$ cat src/design/bvasp_pkg.sv
`default_nettype none
package bvasp_pkg;

	localparam int MAX_WINDOW = 16;
	localparam int WIN_AW     = $clog2(MAX_WINDOW);
	localparam int CNT_BITS   = $clog2(MAX_WINDOW + 1);
	localparam int POS_BITS   = 16;
	localparam int VEL_BITS   = 15;
	localparam int SUM_BITS   = 20;
	localparam int SQ1_BITS   = 29;
	localparam int SQ_BITS    = 30;
	localparam int MAG_BITS   = 19;
	localparam int RAD_BITS   = 2 * MAG_BITS;
	localparam int SRT_REM    = MAG_BITS + 2;
	localparam int SRT_IT_W   = $clog2(MAG_BITS + 1);
	localparam int DVD_BITS   = VEL_BITS + MAG_BITS;
	localparam int DVS_BITS   = 21;
	localparam int DIV_IT_W   = $clog2(DVD_BITS + 1);
	localparam int THR_BITS   = 14;
	localparam int DEC_BITS   = 16;
	localparam int LEN_BITS   = 5;
	localparam int CFG_BITS   = 16;
	localparam int STP_BITS   = DVD_BITS + 2;

	typedef enum logic [1:0] {
		CFG_WINDOW_LEN = 2'd0,
		CFG_DECEL      = 2'd1,
		CFG_STOP_SPEED = 2'd2
	} cfg_idx_t;

	typedef struct packed {
		logic              wr_en;
		logic [WIN_AW-1:0] wr_addr;
		logic              rd_en;
		logic [WIN_AW-1:0] rd_addr;
	} win_ctl_t;

	typedef struct packed {
		logic                start;
		logic [DVD_BITS-1:0] dvd;
		logic [DVS_BITS-1:0] dvs;
	} div_req_t;

	typedef struct packed {
		logic                start;
		logic [RAD_BITS-1:0] rad;
	} sqrt_req_t;

endpackage
`default_nettype wire

$ cat src/design/bvasp_win.sv
`default_nettype none
module bvasp_win (
	input  wire                                    clk,
	input  wire bvasp_pkg::win_ctl_t               ctl,
	input  wire [2*bvasp_pkg::VEL_BITS-1:0]        wr_data,
	output logic [2*bvasp_pkg::VEL_BITS-1:0]       rd_data
);

	// sample ring: {vx, vy} per entry, one write and one registered read per cycle
	logic [2*bvasp_pkg::VEL_BITS-1:0] mem [bvasp_pkg::MAX_WINDOW];

	always_ff @(posedge clk) begin
		if (ctl.wr_en) begin
			mem[ctl.wr_addr] <= wr_data;
		end
		if (ctl.rd_en) begin
			rd_data <= mem[ctl.rd_addr];
		end
	end

endmodule
`default_nettype wire

$ cat src/design/bvasp_div.sv
`default_nettype none
module bvasp_div (
	input  wire                                  clk,
	input  wire                                  arst_n,
	input  wire bvasp_pkg::div_req_t             req,
	output logic                                 done,
	output logic [bvasp_pkg::DVD_BITS-1:0]       quo
);

	localparam int DN = bvasp_pkg::DVD_BITS;
	localparam int DS = bvasp_pkg::DVS_BITS;

	logic [DN-1:0] dvd_q;
	logic [DS-1:0] dvs_q;
	logic [DS-1:0] rem_q;
	logic [bvasp_pkg::DIV_IT_W-1:0] it_q;
	logic busy_q;
	logic done_q;
	logic [DS:0] rem_sh;
	logic [DS:0] rem_nx;
	logic ge;

	// restoring division, one quotient bit a cycle
	always_comb begin
		rem_sh = {rem_q, dvd_q[DN-1]};
		ge     = rem_sh >= {1'b0, dvs_q};
		rem_nx = ge ? rem_sh - {1'b0, dvs_q} : rem_sh;
	end

	always_ff @(posedge clk or negedge arst_n) begin
		if (!arst_n) begin
			busy_q <= 1'b0;
			done_q <= 1'b0;
			it_q   <= '0;
		end else begin
			done_q <= 1'b0;
			if (req.start) begin
				busy_q <= 1'b1;
				it_q   <= bvasp_pkg::DIV_IT_W'(DN);
			end else if (busy_q) begin
				it_q <= it_q - 1'b1;
				if (it_q == bvasp_pkg::DIV_IT_W'(1)) begin
					busy_q <= 1'b0;
					done_q <= 1'b1;
				end
			end
		end
	end

	always_ff @(posedge clk) begin
		if (req.start) begin
			dvd_q <= req.dvd;
			dvs_q <= req.dvs;
			rem_q <= '0;
		end else if (busy_q) begin
			dvd_q <= {dvd_q[DN-2:0], ge};
			rem_q <= rem_nx[DS-1:0];
		end
	end

	assign done = done_q;
	assign quo  = dvd_q;

endmodule
`default_nettype wire

$ cat src/design/bvasp_sqrt.sv
`default_nettype none
module bvasp_sqrt (
	input  wire                                  clk,
	input  wire                                  arst_n,
	input  wire bvasp_pkg::sqrt_req_t            req,
	output logic                                 done,
	output logic [bvasp_pkg::MAG_BITS-1:0]       root
);

	localparam int RB = bvasp_pkg::RAD_BITS;
	localparam int MB = bvasp_pkg::MAG_BITS;
	localparam int RM = bvasp_pkg::SRT_REM;

	logic [RB-1:0] rad_q;
	logic [RM-1:0] rem_q;
	logic [MB-1:0] root_q;
	logic [bvasp_pkg::SRT_IT_W-1:0] it_q;
	logic busy_q;
	logic done_q;
	logic [RM+1:0] rem_sh;
	logic [RM+1:0] trial;
	logic [RM+1:0] rem_nx;
	logic ge;

	// digit-by-digit square root, two radicand bits a cycle
	always_comb begin
		rem_sh = {rem_q, rad_q[RB-1 -: 2]};
		trial  = (RM + 2)'({root_q, 2'b01});
		ge     = rem_sh >= trial;
		rem_nx = ge ? rem_sh - trial : rem_sh;
	end

	always_ff @(posedge clk or negedge arst_n) begin
		if (!arst_n) begin
			busy_q <= 1'b0;
			done_q <= 1'b0;
			it_q   <= '0;
		end else begin
			done_q <= 1'b0;
			if (req.start) begin
				busy_q <= 1'b1;
				it_q   <= bvasp_pkg::SRT_IT_W'(MB);
			end else if (busy_q) begin
				it_q <= it_q - 1'b1;
				if (it_q == bvasp_pkg::SRT_IT_W'(1)) begin
					busy_q <= 1'b0;
					done_q <= 1'b1;
				end
			end
		end
	end

	always_ff @(posedge clk) begin
		if (req.start) begin
			rad_q  <= req.rad;
			rem_q  <= '0;
			root_q <= '0;
		end else if (busy_q) begin
			rad_q  <= {rad_q[RB-3:0], 2'b00};
			rem_q  <= rem_nx[RM-1:0];
			root_q <= {root_q[MB-2:0], ge};
		end
	end

	assign done = done_q;
	assign root = root_q;

endmodule
`default_nettype wire

$ cat src/design/ball_velocity_average_stop_predict_unit.sv
// Sequence: sum the n held samples, then four divides on the shared divider
// (two averages, two displacements), a square root and five further steps
// (SQX, SQY, MULX, MULY, OUT); the average divides are skipped while no sample is held.
// A new transaction is accepted only after the last one has left S_OUT; the divider dominates the run time.
// Reset (arst_n, asynchronous): config to 8 / 500 / 50, counts and position
// to zero; the sums and the sample memory are not cleared.
`default_nettype none
module ball_velocity_average_stop_predict_unit (
	input  wire                                   clk,
	input  wire                                   arst_n,
	input  wire                                   cfg_wr_en,
	input  wire [1:0]                             cfg_index,
	input  wire [bvasp_pkg::CFG_BITS-1:0]         cfg_data,
	input  wire                                   in_valid,
	output logic                                  in_stall,
	input  wire                                   func,
	input  wire signed [bvasp_pkg::POS_BITS-1:0]  pos_x,
	input  wire signed [bvasp_pkg::POS_BITS-1:0]  pos_y,
	input  wire signed [bvasp_pkg::VEL_BITS-1:0]  vel_x,
	input  wire signed [bvasp_pkg::VEL_BITS-1:0]  vel_y,
	output logic                                  out_valid,
	input  wire                                   out_stall,
	output logic signed [bvasp_pkg::VEL_BITS-1:0] avg_vel_x,
	output logic signed [bvasp_pkg::VEL_BITS-1:0] avg_vel_y,
	output logic signed [bvasp_pkg::POS_BITS-1:0] stop_x,
	output logic signed [bvasp_pkg::POS_BITS-1:0] stop_y,
	output logic                                  stopped
);

	localparam int VB = bvasp_pkg::VEL_BITS;
	localparam int PB = bvasp_pkg::POS_BITS;
	localparam int SB = bvasp_pkg::SUM_BITS;
	localparam int CB = bvasp_pkg::CNT_BITS;
	localparam int DN = bvasp_pkg::DVD_BITS;
	localparam int DS = bvasp_pkg::DVS_BITS;
	localparam int MB = bvasp_pkg::MAG_BITS;
	localparam int TB = bvasp_pkg::STP_BITS;

	typedef enum logic [11:0] {
		S_IDLE = 12'b0000_0000_0001,
		S_SUM  = 12'b0000_0000_0010,
		S_DIVX = 12'b0000_0000_0100,
		S_DIVY = 12'b0000_0000_1000,
		S_SQX  = 12'b0000_0001_0000,
		S_SQY  = 12'b0000_0010_0000,
		S_SQRT = 12'b0000_0100_0000,
		S_MULX = 12'b0000_1000_0000,
		S_DDX  = 12'b0001_0000_0000,
		S_MULY = 12'b0010_0000_0000,
		S_DDY  = 12'b0100_0000_0000,
		S_OUT  = 12'b1000_0000_0000
	} state_t;

	state_t state_q;

	// configuration
	logic [bvasp_pkg::LEN_BITS-1:0] win_len_q;
	logic [bvasp_pkg::DEC_BITS-1:0] decel_q;
	logic [bvasp_pkg::THR_BITS-1:0] thr_q;

	// window bookkeeping and position
	logic [CB-1:0]                  cnt_q;
	logic [bvasp_pkg::WIN_AW-1:0]   wslot_q;
	logic signed [PB-1:0]           px_q;
	logic signed [PB-1:0]           py_q;

	// summing sweep
	logic [CB-1:0]                  k_q;
	logic                           pend_s1;
	logic signed [SB-1:0]           sumx_q;
	logic signed [SB-1:0]           sumy_q;

	// arithmetic results
	logic signed [VB-1:0]           ax_q;
	logic signed [VB-1:0]           ay_q;
	logic [bvasp_pkg::SQ1_BITS-1:0] sqx_q;
	logic [bvasp_pkg::SQ_BITS-1:0]  sq_q;
	logic [2*bvasp_pkg::THR_BITS-1:0] thr2_q;
	logic [MB-1:0]                  mag_q;
	logic [DN-1:0]                  prod_q;
	logic                           stopped_q;
	logic signed [PB-1:0]           sx_q;
	logic signed [PB-1:0]           sy_q;
	logic                           launch_q;

	// output register
	logic                           out_valid_q;
	logic signed [VB-1:0]           oax_q;
	logic signed [VB-1:0]           oay_q;
	logic signed [PB-1:0]           osx_q;
	logic signed [PB-1:0]           osy_q;
	logic                           ostop_q;

	logic                           accept;
	logic                           issue;
	logic                           out_load;
	logic [CB-1:0]                  len_eff;
	logic [DS-1:0]                  den;
	bvasp_pkg::win_ctl_t            win_ctl;
	logic [2*VB-1:0]                rd_data;
	bvasp_pkg::div_req_t            div_req;
	logic                           div_done;
	logic [DN-1:0]                  quo;
	bvasp_pkg::sqrt_req_t           sqrt_req;
	logic                           sqrt_done;
	logic [MB-1:0]                  root;
	logic [SB-1:0]                  absx;
	logic [SB-1:0]                  absy;
	logic [VB-1:0]                  axmag;
	logic [VB-1:0]                  aymag;
	logic signed [2*VB-1:0]         sq_axis;
	logic signed [TB-1:0]           stop_sum;
	logic signed [PB-1:0]           stop_sat;
	logic signed [VB-1:0]           avg_val;

	assign accept   = in_valid && !in_stall;
	assign in_stall = (state_q != S_IDLE);
	assign out_load = (state_q == S_OUT) && (!out_valid_q || !out_stall);

	// clamp the window length into 1..MAX_WINDOW, deceleration zero acts as one
	always_comb begin
		if (win_len_q == '0) begin
			len_eff = CB'(1);
		end else if (32'(win_len_q) > bvasp_pkg::MAX_WINDOW) begin
			len_eff = CB'(bvasp_pkg::MAX_WINDOW);
		end else begin
			len_eff = CB'(win_len_q);
		end
		den = DS'({(decel_q == '0) ? bvasp_pkg::DEC_BITS'(1) : decel_q, 5'b00000});
	end

	// issue one memory read a cycle, newest sample first; the sample write of
	// a sample transaction lands at the accept edge, before the first read
	assign issue = (state_q == S_SUM) && (k_q < cnt_q);

	always_comb begin
		win_ctl.wr_en   = accept && !func;
		win_ctl.wr_addr = wslot_q;
		win_ctl.rd_en   = issue;
		win_ctl.rd_addr = wslot_q - bvasp_pkg::WIN_AW'(1) - k_q[bvasp_pkg::WIN_AW-1:0];
	end

	bvasp_win u_win (
		.clk     (clk),
		.ctl     (win_ctl),
		.wr_data ({vel_x, vel_y}),
		.rd_data (rd_data)
	);

	// magnitudes for the sign-magnitude divides
	always_comb begin
		absx  = sumx_q[SB-1] ? SB'(-sumx_q) : SB'(sumx_q);
		absy  = sumy_q[SB-1] ? SB'(-sumy_q) : SB'(sumy_q);
		axmag = ax_q[VB-1] ? VB'(-ax_q) : VB'(ax_q);
		aymag = ay_q[VB-1] ? VB'(-ay_q) : VB'(ay_q);
	end

	// shared divider: averages by the held count, displacement by 32 * decel
	always_comb begin
		div_req.start = launch_q && (state_q == S_DIVX || state_q == S_DIVY ||
			state_q == S_DDX || state_q == S_DDY);
		unique case (state_q)
			S_DIVX: begin
				div_req.dvd = DN'(absx);
				div_req.dvs = DS'(cnt_q);
			end
			S_DIVY: begin
				div_req.dvd = DN'(absy);
				div_req.dvs = DS'(cnt_q);
			end
			default: begin
				div_req.dvd = prod_q;
				div_req.dvs = den;
			end
		endcase
	end

	bvasp_div u_div (
		.clk    (clk),
		.arst_n (arst_n),
		.req    (div_req),
		.done   (div_done),
		.quo    (quo)
	);

	// |v| with four fraction bits
	always_comb begin
		sqrt_req.start = launch_q && (state_q == S_SQRT);
		sqrt_req.rad   = bvasp_pkg::RAD_BITS'({sq_q, 8'h00});
	end

	bvasp_sqrt u_sqrt (
		.clk    (clk),
		.arst_n (arst_n),
		.req    (sqrt_req),
		.done   (sqrt_done),
		.root   (root)
	);

	// square of one axis, x in SQX and y in SQY
	assign sq_axis = (state_q == S_SQX) ? ax_q * ax_q : ay_q * ay_q;

	// signed quotient of the current average divide, truncated toward zero
	assign avg_val = ((state_q == S_DIVX) ? sumx_q[SB-1] : sumy_q[SB-1]) ?
		VB'(-quo[VB-1:0]) : VB'(quo[VB-1:0]);

	// stop point: position plus signed displacement, saturated
	always_comb begin
		logic neg;
		logic signed [PB-1:0] pos;
		neg = (state_q == S_DDX) ? ax_q[VB-1] : ay_q[VB-1];
		pos = (state_q == S_DDX) ? px_q : py_q;
		stop_sum = TB'(pos) + (neg ? -TB'(quo) : TB'(quo));
		if (stop_sum > TB'(signed'({1'b0, {(PB-1){1'b1}}}))) begin
			stop_sat = {1'b0, {(PB-1){1'b1}}};
		end else if (stop_sum < TB'(signed'({1'b1, {(PB-1){1'b0}}}))) begin
			stop_sat = {1'b1, {(PB-1){1'b0}}};
		end else begin
			stop_sat = stop_sum[PB-1:0];
		end
	end

	// configuration writes
	always_ff @(posedge clk or negedge arst_n) begin
		if (!arst_n) begin
			win_len_q <= bvasp_pkg::LEN_BITS'(8);
			decel_q   <= bvasp_pkg::DEC_BITS'(500);
			thr_q     <= bvasp_pkg::THR_BITS'(50);
		end else if (cfg_wr_en) begin
			unique case (bvasp_pkg::cfg_idx_t'(cfg_index))
				bvasp_pkg::CFG_WINDOW_LEN: win_len_q <= cfg_data[bvasp_pkg::LEN_BITS-1:0];
				bvasp_pkg::CFG_DECEL:      decel_q   <= cfg_data[bvasp_pkg::DEC_BITS-1:0];
				bvasp_pkg::CFG_STOP_SPEED: thr_q     <= cfg_data[bvasp_pkg::THR_BITS-1:0];
				default: ;
			endcase
		end
	end

	// sequencer and control state
	always_ff @(posedge clk or negedge arst_n) begin
		if (!arst_n) begin
			state_q     <= S_IDLE;
			launch_q    <= 1'b0;
			pend_s1     <= 1'b0;
			cnt_q       <= '0;
			wslot_q     <= '0;
			px_q        <= '0;
			py_q        <= '0;
			out_valid_q <= 1'b0;
		end else begin
			// pulse a start for the unit the next state hands work to
			launch_q <= (state_q == S_SUM && !issue && !pend_s1 && cnt_q != '0) ||
				(state_q == S_DIVX && div_done) || (state_q == S_SQY) ||
				(state_q == S_MULX) || (state_q == S_MULY);
			pend_s1  <= issue;
			if (out_load) begin
				out_valid_q <= 1'b1;
			end else if (!out_stall) begin
				out_valid_q <= 1'b0;
			end
			unique case (state_q)
				S_IDLE: begin
					if (accept) begin
						if (func) begin
							px_q <= pos_x;
							py_q <= pos_y;
						end else begin
							wslot_q <= wslot_q + 1'b1;
							if (cnt_q < len_eff) begin
								cnt_q <= cnt_q + 1'b1;
							end
						end
						state_q <= S_SUM;
					end
				end
				S_SUM: begin
					// wait for the last read to land before dividing or, with no sample held, squaring
					if (!issue && !pend_s1) begin
						if (cnt_q == '0) begin
							state_q <= S_SQX;
						end else begin
							state_q <= S_DIVX;
						end
					end
				end
				S_DIVX: begin
					if (div_done) begin
						state_q <= S_DIVY;
					end
				end
				S_DIVY: begin
					if (div_done) begin
						state_q <= S_SQX;
					end
				end
				S_SQX: state_q <= S_SQY;
				S_SQY: state_q <= S_SQRT;
				S_SQRT: begin
					if (sqrt_done) begin
						state_q <= S_MULX;
					end
				end
				S_MULX: state_q <= S_DDX;
				S_DDX: begin
					if (div_done) begin
						state_q <= S_MULY;
					end
				end
				S_MULY: state_q <= S_DDY;
				S_DDY: begin
					if (div_done) begin
						state_q <= S_OUT;
					end
				end
				S_OUT: begin
					// hold until the output register frees up
					if (out_load) begin
						state_q <= S_IDLE;
					end
				end
				default: state_q <= S_IDLE;
			endcase
		end
	end

	// datapath registers
	always_ff @(posedge clk) begin
		if (accept) begin
			k_q    <= '0;
			sumx_q <= '0;
			sumy_q <= '0;
			ax_q   <= '0;
			ay_q   <= '0;
		end
		if (issue) begin
			k_q <= k_q + 1'b1;
		end
		if (pend_s1) begin
			sumx_q <= sumx_q + SB'(signed'(rd_data[2*VB-1:VB]));
			sumy_q <= sumy_q + SB'(signed'(rd_data[VB-1:0]));
		end
		if (state_q == S_DIVX && div_done) begin
			ax_q <= avg_val;
		end
		if (state_q == S_DIVY && div_done) begin
			ay_q <= avg_val;
		end
		if (state_q == S_SQX) begin
			sqx_q <= bvasp_pkg::SQ1_BITS'(sq_axis);
		end
		if (state_q == S_SQY) begin
			sq_q <= bvasp_pkg::SQ_BITS'(sqx_q) + bvasp_pkg::SQ_BITS'(sq_axis);
		end
		if (state_q == S_SQRT) begin
			thr2_q <= thr_q * thr_q;
		end
		if (state_q == S_SQRT && sqrt_done) begin
			mag_q <= root;
		end
		if (state_q == S_MULX) begin
			prod_q    <= DN'(axmag) * DN'(mag_q);
			stopped_q <= sq_q < bvasp_pkg::SQ_BITS'(thr2_q);
		end
		if (state_q == S_MULY) begin
			prod_q <= DN'(aymag) * DN'(mag_q);
		end
		if (state_q == S_DDX && div_done) begin
			sx_q <= stop_sat;
		end
		if (state_q == S_DDY && div_done) begin
			sy_q <= stop_sat;
		end
		if (out_load) begin
			oax_q   <= ax_q;
			oay_q   <= ay_q;
			osx_q   <= sx_q;
			osy_q   <= sy_q;
			ostop_q <= stopped_q;
		end
	end

	assign out_valid = out_valid_q;
	assign avg_vel_x = oax_q;
	assign avg_vel_y = oay_q;
	assign stop_x    = osx_q;
	assign stop_y    = osy_q;
	assign stopped   = ostop_q;

endmodule
`default_nettype wire

$ cat config.mk
export PLATFORM = sky130hd
export DESIGN_NAME = ball_velocity_average_stop_predict_unit
export DESIGN_NICKNAME = d
export VERILOG_FILES = /design/src/design/bvasp_pkg.sv /design/src/design/bvasp_win.sv /design/src/design/bvasp_div.sv /design/src/design/bvasp_sqrt.sv /design/src/design/ball_velocity_average_stop_predict_unit.sv
export SDC_FILE = /design/constraint.sdc
export NUM_CORES = 2
export LEC_CHECK = 0
export BUFFER_PORTS_ARGS = -buffer_cell sky130_fd_sc_hd__buf_2
export CORE_MARGIN = 2
export CORE_UTILIZATION = 35
export DETAILED_ROUTE_END_ITERATION = 12
export GPL_TIMING_DRIVEN = 0
export PLACE_DENSITY = 0.47
export SLEW_MARGIN = 20
export SYNTH_ARGS = -nofsm -noshare
export SYNTH_HDL_FRONTEND = slang
export SYNTH_SLANG_ARGS = --single-unit
export TNS_END_PERCENT = 50
$ cat constraint.sdc
create_clock -name clk -period 8.48 [get_ports clk]
set_input_delay 1.696 -clock clk [delete_from_list [all_inputs] [get_ports clk]]
set_output_delay 1.696 -clock clk [all_outputs]
set_load 0.005 [all_outputs]
==> impl_results.md <==
- Number of synthesized register bits: ~1100
- Cell area after synthesis: 0.0889 mm^2
- Ports: ~150
- Syn Area/Cell: approximately 11 um^2
- Clk_skew: 0.133 ns
- Slew Limit Fails: 0
- Fin util: 40.4%
- Global route total overflow: 0
- Post-synth top area cell: edfxtp_1
- Via density: between 4 and 5
- Min-delay src: sx_q[10]
- R2R cell count: 28
- Die width: just over 500 um
- Site Rows: 185
- Routed Antenna Nets: 0
- Clk sinks: about 1100
- Final non-filler cell total: between 10000 and 15000
- Worst Tran Pin Value: 1.19 ns
- Core Footprint: 0.253 mm^2
- Post-DP HPWL: 209000 um
- Hold Path Sink: stop_x[10]
- Worst r2r src: ax_q[5]
- Final Wtd Congestion: 0.900
- Synth top area cells: edfxtp_1, fa_1, ha_1
- Hold path depth: 0
- Final hold vios: 0
- Slowest Stage Delay on Critical Path: ~0.60 ns
- Ys Warns: 0
- Port Buffers: 150
- Setup_tns: 0 ns
- CP arrival: about 8.9 ns
- Post-route cell area: approximately 0.1 mm^2
- Synth top area share: 30.5%
- Starting density of the core: 35.1%
- Minimum clock period: 8.40 ns
- Critical Path RT: 9.00 ns
- WL/cell: 21.8 um
- Seq/Total Area, Yosys: 34.9%
- Crit-path slowest cell: fa_2
- Reg-to-reg critical path endpoint: prod_q[33]
- RSZ-0062 raised after global routing: yes
- DR pass1 iterations: 5
- Vias in the first global route: 63610
- CTS tree: yes
- Asr flop ratio synth: around 10%
- Initial antenna violation count: 37
- Outcome: finished clean
- Max Fclk: around 0.12 GHz
- Clock root buffer: clkbuf_16
- Drt drc: 0
- Clock Latency Late Sink: 0.82 ns
- Count of final setup violators: 0
- DR iter-0 viols: 4096
- Hold WC Path Type: reg -> reg
- EDFF count, synth: 904
- Num CTS Buffers: 115
- Routed met1 length: 121000 um
- Nets: 10296
- Via Count: ~60000
- Max layer used: met5
- Commonest non-fill, non-tap cell in the layout: inv_1
- First-pass GRT wire length: approximately 400000 um
- Final Cycle Share: 99.1%
- Final wirelength: 264000 um
- Met3 Wirelength: 12500 um
- Slew margin rel.: between 10% and 20%
- Critical Path Fanout Max: 6
- Most used cell, CP: fa_1
- Crit. End Element: flop
- MaxCap Viol Count: 0
- Startpoint Class: flop
- Netlist cell types: 93
- Aggregate global-route resource usage: 20.6%
- Post-synthesis cell count: 8112
- Syn_nets: between 9000 and 10000
- CP Class: reg -> reg
- Clock input transition at the sequential cells of the worst setup and hold paths: 0.06 ns
- Inst Count DP: between 10000 and 15000
- Area delta synth->final: 15.1%
- Placement Cell Area: 0.0953 mm^2
- Launch point of the worst path: ax_q[5]
- Most frequent cells in the layout: inv_1, fa_1, edfxtp_1
- Fraction of layout cells with a size suffix above 1: 13.8%
- Area of the die: between 0.2 and 0.3 mm^2
- Die Ht: 508 um
- Largest net degree at the start of global routing: 77
- H-tree depth: 3
- Bufs on Longest Clock Path: 3
- # fillers: 24488
- FF-to-FF setup slack: slightly below 0.08 ns
- Dominant synthesized flop cell: edfxtp_1
- WL met2: around 120000 um
- CTS Hold Bufs: 0
registers in the layout, indices dropped and copies added, names as in the netlist, 27 cells and up:
| name | flops |
|---|---|
| u_sqrt.rad_q | 30 |
| sq_q | 30 |
| sqx_q | 28 |
| prod_q | 34 |
| u_win.rd_data | 30 |
| u_div.quo | 34 |
| u_win.mem | 480 |
| thr2_q | 27 |
area by class of cell:
cell class,count,area (um^2),share of cell area (%)
Multi-Input combinational cell,5421,53600,52.3
Timing Repair Buffer,380,3120,3.05
Clock buffer,159,3220,3.15
Clock inverter,60,632,0.617
Inverter,1327,5030,4.91
Sequential cell,1071,31000,30.3
Buffer,286,1570,1.53
Tap cell,3366,4210,4.11
Antenna cell,10,25.0,0.0244
routing by layer:
metal | vias up | GRT usage, %
li1 | 28020 | -
met1 | 30646 | 29.0
met2 | 1333 | 33.5
met3 | 340 | 2.77
met4 | 36 | 5.43
met5 | - | 0
through the flow:
step           setup WS, ns  hold slack [ns]
6_report             0.0790            0.418
5_1_grt              -0.116            0.424
4_1_cts            0.000403            0.420
3_5_place_dp          -2.62            0.405
3_3_place_gp          -4.98            0.403
2_1_floorplan         0.285            0.400
synth_stat cells, types with 43 or more instances:
library cell	count
edfxtp_1	904
nor2_1	348
nand2b_1	60
fa_1	956
a21o_1	89
mux2_2	98
ha_1	652
dfrtp_1	95
nor3_1	90
mux4_2	120
clkbuf_1	264
nand3_1	71
a21oi_1	282
and2_1	352
xor2_1	141
nor2b_1	129
o21a_1	43
a31oi_1	58
o21ai_0	237
inv_1	1321
a211oi_1	70
nand2_1	865
dfxtp_1	61
xnor2_1	241
critical path: cells and delay by family (launching register included):
kind            cells  cell delay (ns)
simple gates        5             1.03
buf+inv             5             0.65
flops               1             0.55
compound gates      9             2.31
fa+ha+maj           7             3.37
xor+xnor            2             0.29
worst max-delay path by stage:
stage                            end  cells past startpoint  slack, ns
final                     prod_q[33]                     28       0.08
after global routing      prod_q[33]                     31      -0.12
after CTS                   sq_q[29]                     36     0.0004
after detailed placement  prod_q[30]                     28      -2.62
after global placement    prod_q[33]                     27      -4.98
after floorplan             sq_q[29]                     36       0.28
timing repair:
item / in CTS / in global routing
pin swaps: 71 / 128
endpoints found under the setup margin: 53 / 54
cloned: 1 / 1
setup buffers: 105 / 55
gates resized for setup: 320 / 222
kinds of logic (layout without fill, tap and decap cells):
| family | after synthesis | in the layout | synth area share (%) |
|---|---|---|---|
| AND/OR/NAND/NOR | 2145 | 2145 | 11.7 |
| buffers and inverters | 1622 | 2212 | 6.89 |
| adder cells (fa/ha/maj) | 1608 | 1608 | 30.7 |
| flip-flops | 1071 | 1071 | 34.9 |
| AO/OA/AOI/OAI | 1026 | 1026 | 7.35 |
| XOR/XNOR | 383 | 385 | 3.78 |
| multiplexers | 257 | 257 | 4.72 |
| other | 0 | 10 | 0 |
Power is left out: the tool's default activity adds up to more than one toggle a clock period on the data nets, which glitch-free logic cannot reach.
